--- src/irt_pkg.sv ---
// shared types and constants for the interval reservation table
// no dependencies
`default_nettype none

package irt_pkg;

    localparam int DEFAULT_TABLE_DEPTH = 64;
    localparam int TIME_W              = 32;
    localparam int STATUS_W            = 2;

    localparam logic [STATUS_W-1:0] STATUS_BOOKED  = 2'd0;
    localparam logic [STATUS_W-1:0] STATUS_OVERLAP = 2'd1;
    localparam logic [STATUS_W-1:0] STATUS_FULL    = 2'd2;

    typedef enum logic [1:0] {
        ST_IDLE,
        ST_SCAN,
        ST_DECIDE
    } ctrl_state_t;

    typedef struct packed {
        logic start;
        logic read;
        logic finish;
    } dp_cmd_t;

    typedef struct packed {
        logic scan_done;
        logic slot_free;
    } dp_status_t;

endpackage

`default_nettype wire

--- src/interval_reservation_table.sv ---
// Books half-open intervals [start_time, end_time) into a table of up to TABLE_DEPTH
// non-overlapping entries; each request beat yields one status beat: booked, overlap
// or table full. After acceptance the scan reads the stored entries one per cycle
// from the single-port table memory, stopping early when an overlap is found; the
// result is then registered once an earlier result no longer waits on the output.
// The next request is taken while a result still waits on the output. The table
// starts empty after reset.
// top level; depends on irt_pkg, irt_ctrl and irt_datapath
`default_nettype none

module interval_reservation_table #(
    parameter int TABLE_DEPTH = irt_pkg::DEFAULT_TABLE_DEPTH
) (
    input  wire logic                        clk,
    input  wire logic                        rst_n,
    input  wire logic                        in_valid,
    output logic                             in_stall,
    input  wire logic [irt_pkg::TIME_W-1:0]  start_time,
    input  wire logic [irt_pkg::TIME_W-1:0]  end_time,
    output logic                             out_valid,
    input  wire logic                        out_stall,
    output logic [irt_pkg::STATUS_W-1:0]     status
);

    irt_pkg::dp_cmd_t    dp_cmd;
    irt_pkg::dp_status_t dp_status;

    irt_ctrl u_ctrl (
        .clk       (clk),
        .rst_n     (rst_n),
        .in_valid  (in_valid),
        .in_stall  (in_stall),
        .dp_status (dp_status),
        .dp_cmd    (dp_cmd)
    );

    irt_datapath #(
        .TABLE_DEPTH (TABLE_DEPTH)
    ) u_datapath (
        .clk        (clk),
        .rst_n      (rst_n),
        .start_time (start_time),
        .end_time   (end_time),
        .dp_cmd     (dp_cmd),
        .dp_status  (dp_status),
        .out_valid  (out_valid),
        .out_stall  (out_stall),
        .status     (status)
    );

endmodule

`default_nettype wire

--- src/irt_ctrl.sv ---
// controller state machine for the interval reservation table
// depends on irt_pkg
`default_nettype none

module irt_ctrl (
    input  wire logic                clk,
    input  wire logic                rst_n,
    input  wire logic                in_valid,
    output logic                     in_stall,
    input  wire irt_pkg::dp_status_t dp_status,
    output irt_pkg::dp_cmd_t         dp_cmd
);

    irt_pkg::ctrl_state_t state_reg;
    irt_pkg::ctrl_state_t state_next;

    always_ff @(posedge clk or negedge rst_n)
    begin
        if (!rst_n)
        begin
            state_reg <= irt_pkg::ST_IDLE;
        end
        else
        begin
            state_reg <= state_next;
        end
    end

    always_comb
    begin
        state_next = state_reg;
        case (state_reg)
            irt_pkg::ST_IDLE:
            begin
                if (in_valid)
                begin
                    state_next = irt_pkg::ST_SCAN;
                end
            end
            irt_pkg::ST_SCAN:
            begin
                if (dp_status.scan_done)
                begin
                    state_next = irt_pkg::ST_DECIDE;
                end
            end
            irt_pkg::ST_DECIDE:
            begin
                if (dp_status.slot_free)
                begin
                    state_next = irt_pkg::ST_IDLE;
                end
            end
            default:
            begin
                state_next = irt_pkg::ST_IDLE;
            end
        endcase
    end

    always_comb
    begin
        in_stall      = 1'b1;
        dp_cmd.start  = 1'b0;
        dp_cmd.read   = 1'b0;
        dp_cmd.finish = 1'b0;
        case (state_reg)
            irt_pkg::ST_IDLE:
            begin
                in_stall     = 1'b0;
                dp_cmd.start = in_valid;
            end
            irt_pkg::ST_SCAN:
            begin
                dp_cmd.read = ~dp_status.scan_done;
            end
            irt_pkg::ST_DECIDE:
            begin
                dp_cmd.finish = dp_status.slot_free;
            end
            default:
            begin
                in_stall = 1'b1;
            end
        endcase
    end

endmodule

`default_nettype wire

--- src/irt_datapath.sv ---
// interval table memory, scan pointer, overlap check and result register
// depends on irt_pkg
`default_nettype none

module irt_datapath #(
    parameter int TABLE_DEPTH = irt_pkg::DEFAULT_TABLE_DEPTH
) (
    input  wire logic                        clk,
    input  wire logic                        rst_n,
    input  wire logic [irt_pkg::TIME_W-1:0]  start_time,
    input  wire logic [irt_pkg::TIME_W-1:0]  end_time,
    input  wire irt_pkg::dp_cmd_t            dp_cmd,
    output irt_pkg::dp_status_t              dp_status,
    output logic                             out_valid,
    input  wire logic                        out_stall,
    output logic [irt_pkg::STATUS_W-1:0]     status
);

    localparam int CNT_W = $clog2(TABLE_DEPTH + 1);
    localparam int IDX_W = (TABLE_DEPTH > 1) ? $clog2(TABLE_DEPTH) : 1;
    localparam logic [CNT_W-1:0] DEPTH_CNT = CNT_W'(TABLE_DEPTH);

    logic [irt_pkg::TIME_W-1:0] mem_start [TABLE_DEPTH];
    logic [irt_pkg::TIME_W-1:0] mem_end   [TABLE_DEPTH];

    logic [irt_pkg::TIME_W-1:0]  req_start_reg;
    logic [irt_pkg::TIME_W-1:0]  req_end_reg;
    logic [irt_pkg::TIME_W-1:0]  rd_start_reg;
    logic [irt_pkg::TIME_W-1:0]  rd_end_reg;
    logic [CNT_W-1:0]            idx_reg;
    logic [CNT_W-1:0]            idx_next;
    logic [CNT_W-1:0]            count_reg;
    logic [CNT_W-1:0]            count_next;
    logic                        chk_valid_reg;
    logic                        chk_valid_next;
    logic                        hit_reg;
    logic                        hit_next;
    logic                        out_valid_reg;
    logic                        out_valid_next;
    logic [irt_pkg::STATUS_W-1:0] status_reg;
    logic [irt_pkg::STATUS_W-1:0] status_next;
    logic                        clash;
    logic                        book;
    logic                        rd_en;

    assign clash = chk_valid_reg && (req_end_reg > rd_start_reg) && (req_start_reg < rd_end_reg);
    assign book  = dp_cmd.finish && !hit_reg && (count_reg != DEPTH_CNT);
    assign rd_en = dp_cmd.read && (idx_reg != count_reg);

    assign dp_status.scan_done = hit_reg || ((idx_reg == count_reg) && !chk_valid_reg);
    assign dp_status.slot_free = !out_valid_reg || !out_stall;

    assign out_valid = out_valid_reg;
    assign status    = status_reg;

    // request, table payload and result status
    always_ff @(posedge clk)
    begin
        if (dp_cmd.start)
        begin
            req_start_reg <= start_time;
            req_end_reg   <= end_time;
        end
        if (rd_en)
        begin
            rd_start_reg <= mem_start[idx_reg[IDX_W-1:0]];
            rd_end_reg   <= mem_end[idx_reg[IDX_W-1:0]];
        end
        if (book)
        begin
            mem_start[count_reg[IDX_W-1:0]] <= req_start_reg;
            mem_end[count_reg[IDX_W-1:0]]   <= req_end_reg;
        end
        status_reg <= status_next;
    end

    always_comb
    begin
        idx_next       = idx_reg;
        chk_valid_next = rd_en;
        hit_next       = hit_reg | clash;
        count_next     = count_reg;
        out_valid_next = out_valid_reg;
        status_next    = status_reg;
        if (dp_cmd.start)
        begin
            idx_next       = '0;
            chk_valid_next = 1'b0;
            hit_next       = 1'b0;
        end
        else if (rd_en)
        begin
            idx_next = idx_reg + CNT_W'(1);
        end
        if (out_valid_reg && !out_stall)
        begin
            out_valid_next = 1'b0;
        end
        if (dp_cmd.finish)
        begin
            out_valid_next = 1'b1;
            if (hit_reg)
            begin
                status_next = irt_pkg::STATUS_OVERLAP;
            end
            else if (count_reg == DEPTH_CNT)
            begin
                status_next = irt_pkg::STATUS_FULL;
            end
            else
            begin
                status_next = irt_pkg::STATUS_BOOKED;
                count_next  = count_reg + CNT_W'(1);
            end
        end
    end

    always_ff @(posedge clk or negedge rst_n)
    begin
        if (!rst_n)
        begin
            idx_reg       <= '0;
            count_reg     <= '0;
            chk_valid_reg <= 1'b0;
            hit_reg       <= 1'b0;
            out_valid_reg <= 1'b0;
        end
        else
        begin
            idx_reg       <= idx_next;
            count_reg     <= count_next;
            chk_valid_reg <= chk_valid_next;
            hit_reg       <= hit_next;
            out_valid_reg <= out_valid_next;
        end
    end

endmodule

`default_nettype wire
--- config.mk ---
export PLATFORM = sky130hd
export DESIGN_NAME = interval_reservation_table
export DESIGN_NICKNAME = d
export VERILOG_FILES = /design/src/irt_pkg.sv /design/src/interval_reservation_table.sv /design/src/irt_ctrl.sv /design/src/irt_datapath.sv
export SDC_FILE = /design/constraint.sdc
export NUM_CORES = 2
export LEC_CHECK = 0
export ABC_CLOCK_PERIOD_IN_PS = 6150
export BUFFER_PORTS_ARGS = -buffer_cell sky130_fd_sc_hd__clkbuf_2
export CAP_MARGIN = 20
export CELL_PAD_IN_SITES_DETAIL_PLACEMENT = 2
export CELL_PAD_IN_SITES_GLOBAL_PLACEMENT = 2
export CORE_UTILIZATION = 52
export DETAILED_ROUTE_END_ITERATION = 10
export PLACE_DENSITY = 0.89
export SLEW_MARGIN = 20
export SYNTH_ARGS = -nofsm -noshare
export SYNTH_HDL_FRONTEND = slang
export SYNTH_SLANG_ARGS = --single-unit
--- constraint.sdc ---
create_clock -name clk -period 6.15 [get_ports clk]
set_input_delay 0.3075 -clock clk [delete_from_list [all_inputs] [get_ports clk]]
set_output_delay 0.3075 -clock clk [all_outputs]
set_load 0.02 [all_outputs]
==> results of run 1 <==
cells by family after synthesis:
family | count (synthesis)
XOR/XNOR | 17
flip-flops | 4245
AND/OR/NAND/NOR | 329
multiplexers | 1385
buffers and inverters | 436
AO/OA/AOI/OAI | 405
adder cells (fa/ha/maj) | 66
per-stage QoR:
step | cell area, µm² | cells
2_1_floorplan | 163000 | 6883
3_3_place_gp | 170000 | 11000
synth_stat cells (all sizes together), types with 6 or more instances:
cell    number
nor3         7
o21ai       31
clkbuf     147
a221o       13
nand4       16
o22ai       43
a22oi       34
a221oi       6
ha          66
nor2b       67
edfxtp    4226
a21o         7
a211oi      89
a21oi      135
o221ai      25
mux4      1118
dfrtp       19
nor2       131
inv         73
nand3       23
buf        216
xnor2       16
nand2       61
mux2        63
mux2i      204
a22o         6
==> reports/summary.txt, run 1 <==
status -> aborted with a tool error
Last stage -> detailed placement (3_5_place_dp)
tool error -> [ERROR DPL-0033] detailed placement checks failed during check placement.
post-synthesis adder-cell area fraction -> 0.00508
HPWL Detailed -> 447000 µm
Avg Cell Area, Syn -> 23.6 µm²
Site Rows -> 204
multiplexer share of the synthesized area -> 0.172
Yosys cell types -> 50
async set-reset flop share out of synthesis -> 0.00448
sequential element share of the synthesized area -> 0.783
synthesized area -> 163000 µm²
EDFF count, synth -> 4226
largest family of logic cells by synthesized area -> multiplexers
Synth Area in Simple Gates -> 0.00959
# port buffers -> 71
post-synthesis xor/xnor area fraction -> 0.000916
Gate Count Post-Synth -> 6883
Synth Flop Type -> edfxtp_1
Compound-Gate Fraction of Synth Area -> 0.0164
Area contributors post-synth -> edfxtp_1 (78%), mux4_2 (15%), mux2i_1 (1.3%), ha_1 (0.51%), mux2_2 (0.44%)
Syn Nets -> 7017
count of state elements after synthesis -> 4245
cell taking the most area after synthesis -> edfxtp_1
synth warn -> 0
Die X -> 561 µm
Initial Util -> 0.525
height of the die -> 561 µm
# IOs -> 72
GPL Wtd Cong -> 0.857
top cell type's share of synthesized area -> 0.780
==> run 2: changes to the inputs <==
--- a/config.mk
+++ b/config.mk
@@ -8,11 +8,9 @@
 export ABC_CLOCK_PERIOD_IN_PS = 6150
 export BUFFER_PORTS_ARGS = -buffer_cell sky130_fd_sc_hd__clkbuf_2
 export CAP_MARGIN = 20
-export CELL_PAD_IN_SITES_DETAIL_PLACEMENT = 2
-export CELL_PAD_IN_SITES_GLOBAL_PLACEMENT = 2
-export CORE_UTILIZATION = 52
+export CORE_UTILIZATION = 39
 export DETAILED_ROUTE_END_ITERATION = 10
-export PLACE_DENSITY = 0.89
+export PLACE_DENSITY_LB_ADDON = 0.15
 export SLEW_MARGIN = 20
 export SYNTH_ARGS = -nofsm -noshare
 export SYNTH_HDL_FRONTEND = slang
==> reports/summary.txt, run 2 <==
status -> completed
Vias/cell -> 5.91
count of state elements after synthesis -> 4245 (unchanged)
r2r worst-path depth -> 8
post-synthesis xor/xnor area fraction -> 0.000916 (unchanged)
worst reg-to-reg setup slack -> 1.84 ns
height of the die -> 648 µm (+15%)
core area -> 414000 µm²
Setup WS post-layout -> 1.84 ns
Syn Nets -> 7017 (unchanged)
# IOs -> 72 (unchanged)
Area contributors post-synth -> edfxtp_1 (78%), mux4_2 (15%), mux2i_1 (1.3%), ha_1 (0.51%), mux2_2 (0.44%)
Critical Path Sink Type -> flip-flop
pins over their slew limit -> 0
vias in the first global route -> 80100
total grt overflow -> 0
commonest non-fill, non-tap cell in the layout -> edfxtp_1
Nets -> 7649
layout cells sized above 1 -> 0.297
worst slack at placement -> 1.90 ns
final setup vio count -> 0
synth warn -> 0 (unchanged)
top cell type's share of synthesized area -> 0.780 (unchanged)
multiplexer share of the synthesized area -> 0.172 (unchanged)
cell taking the most area after synthesis -> edfxtp_1
synthesized area -> 163000 µm² (unchanged)
largest family of logic cells by synthesized area -> multiplexers
Setup Buffers After CTS -> 0
GPL Wtd Cong -> 0.815 (-4.9%)
register area -> 127000 µm²
top-count cell post-synth -> edfxtp_1
HPWL Detailed -> 281000 µm (-37%)
Finished Cell Area -> 188000 µm²
# port buffers -> 71 (unchanged)
CTS tree -> built
Setup Skew -> 0.0852 ns
antenna violations before repair -> 34
Compound-Gate Fraction of Synth Area -> 0.0164 (unchanged)
Site Rows -> 236 (+16%)
CP endpoint -> u_datapath.mem_start[23][29]
FF-to-FF Start -> u_ctrl.state_reg[0]
initial drt markers -> 10000
area of the multi-input gates -> 33600 µm²
Fin. Hold Viols -> 0
min cycle time layout -> 4.31 ns
sequential element share of the synthesized area -> 0.783 (unchanged)
Avg Cell Area, Syn -> 23.6 µm² (unchanged)
H-tree levels -> 5
DRT Pass-1 Iters -> 5
Yosys cell types -> 50 (unchanged)
reg2reg end -> u_datapath.mem_start[23][29]
residual DRC count -> 0
pin count of the biggest net entering global routing -> 76
DIE AREA -> 420000 µm²
commonest cells after routing, fill and taps aside -> edfxtp_1 (4226), mux4_2 (1118), clkbuf_16 (451), buf_4 (279), mux2i_1 (204)
Power Dens Cells -> 408 nW/µm²
Hold Path Class -> in2reg
crit path kind -> reg2reg
async set-reset flop share out of synthesis -> 0.00448 (unchanged)
Synth Area in Simple Gates -> 0.00959 (unchanged)
total negative slack -> 0 ns
FILL cells -> 34500
Hold WS -> 0.0654 ns
Total GRT Usage -> 0.238
root buffer cell -> clkbuf_16
VDD IR max -> 278 µV
placed inst area -> 172000 µm²
CTS buffer count -> 446
Initial Util -> 0.393 (-0.132)
post-synthesis adder-cell area fraction -> 0.00508 (unchanged)
EDFF count, synth -> 4226 (unchanged)
Sink Count -> 4245
Worst Setup SP -> u_ctrl.state_reg[0]
crit share post-route -> 0.700
area grow syn2layout -> 15.5%
Gate Count Post-Synth -> 6883 (unchanged)
ANT nets after route -> 0
critical path data required time -> 6.76 ns
Wirelength per Cell -> 37.5 µm
first-pass GRT wire length -> 684000 µm
startpoint types -> flip-flop
Worst-Margin Slew -> 1.19 ns
CP Max Fanout -> 30
vias -> 79000
WP data arrival -> 4.92 ns
Post-Route WL -> 501000 µm
RSZ-0062 raised after global routing -> false
Die X -> 648 µm (+15%)
clk slew on worst S/H paths -> 0.06 ns
clk buf depth -> 4
Clock Latency Late Sink -> 1.03 ns
max cap viols -> 0
relative slew slack -> 0.204
top post-synthesis cells by count -> edfxtp_1 (4226), mux4_2 (1118), mux2i_1 (204)
fmax -> 232 MHz
Leakage -> 57.3 nW
Synth Flop Type -> edfxtp_1
run 2: worst min-delay path by stage:
| stage | endpoint | depth (start not counted) | from |
|---|---|---|---|
| after floorplan | u_ctrl.state_reg[0] | 0 | rst_n |
| after global placement | u_datapath.out_valid | 1 | rst_n |
| after detailed placement | u_ctrl.state_reg[1] | 1 | rst_n |
| after CTS | u_datapath.req_end_reg[15] | 2 | end_time[15] |
| after global routing | u_datapath.req_start_reg[28] | 2 | start_time[28] |
| final | u_datapath.req_end_reg[15] | 2 | end_time[15] |
run 2: what timing repair did:
item / 4_1_cts / 5_1_grt
resized for setup: 0 / 0
hold buffers: 113 / 0
hold endpoints to repair: 92 / 0
run 2: layout make-up:
class                   instances  area share
diodes                          8    0.000107
flip-flops and latches       4245       0.678
repair buffers                547      0.0279
clock inverters               285      0.0144
inverters                      73     0.00150
clock buffers                 541      0.0624
multi-input cells            2202       0.179
well taps                    5474      0.0365
run 2: kinds of logic after synthesis:
logic type / count (synthesis)
buffers and inverters: 436
xor gates and xnor gates: 17
muxes: 1385
DFF: 4245
adders and majority gates: 66
and+or+nand+nor: 329
AOI/OAI and AO/OA: 405
run 2: critical path: stages (launching register included):
cell	delay (ns)
dfrtp_1	0.40
nand2b_1	0.19
a21oi_1	0.42
nor3b_1	0.35
buf_4	0.25
nor2b_1	0.34
nand2_1	0.51
nor2_4	0.77
buf_4	0.63
run 2: per-stage QoR:
step,utilization,power (mW),std cells
final,0.454,76.6,13400
after global routing,0.454,79.1,13400
after global placement,0.416,50.5,12400
after detailed placement,0.416,50.7,12400
after floorplan,-,44.7,6883
after CTS,0.454,77.4,13400
run 2: where the power goes:
part / switching (mW) / internal (mW) / total, mW / leakage, nW
sequential: 0.709 / 33.7 / 34.4 / 38.3
clock: 11.4 / 15.3 / 26.7 / 7.04
combinational: 9.02 / 6.43 / 15.5 / 12.0
run 2: per-layer routing:
| metal | share of wire | global-route usage | vias to the layer above |
|---|---|---|---|
| met1 | 0.42 | 0.337 | 44200 |
| met2 | 0.47 | 0.379 | 3283 |
| met4 | 0.035 | 0.0766 | 2 |
| met3 | 0.070 | 0.0371 | 693 |
| li1 | - | - | 30800 |
| met5 | 0.000018 | 0 | - |
No activity file was read; power rests on OpenSTA's default activity.
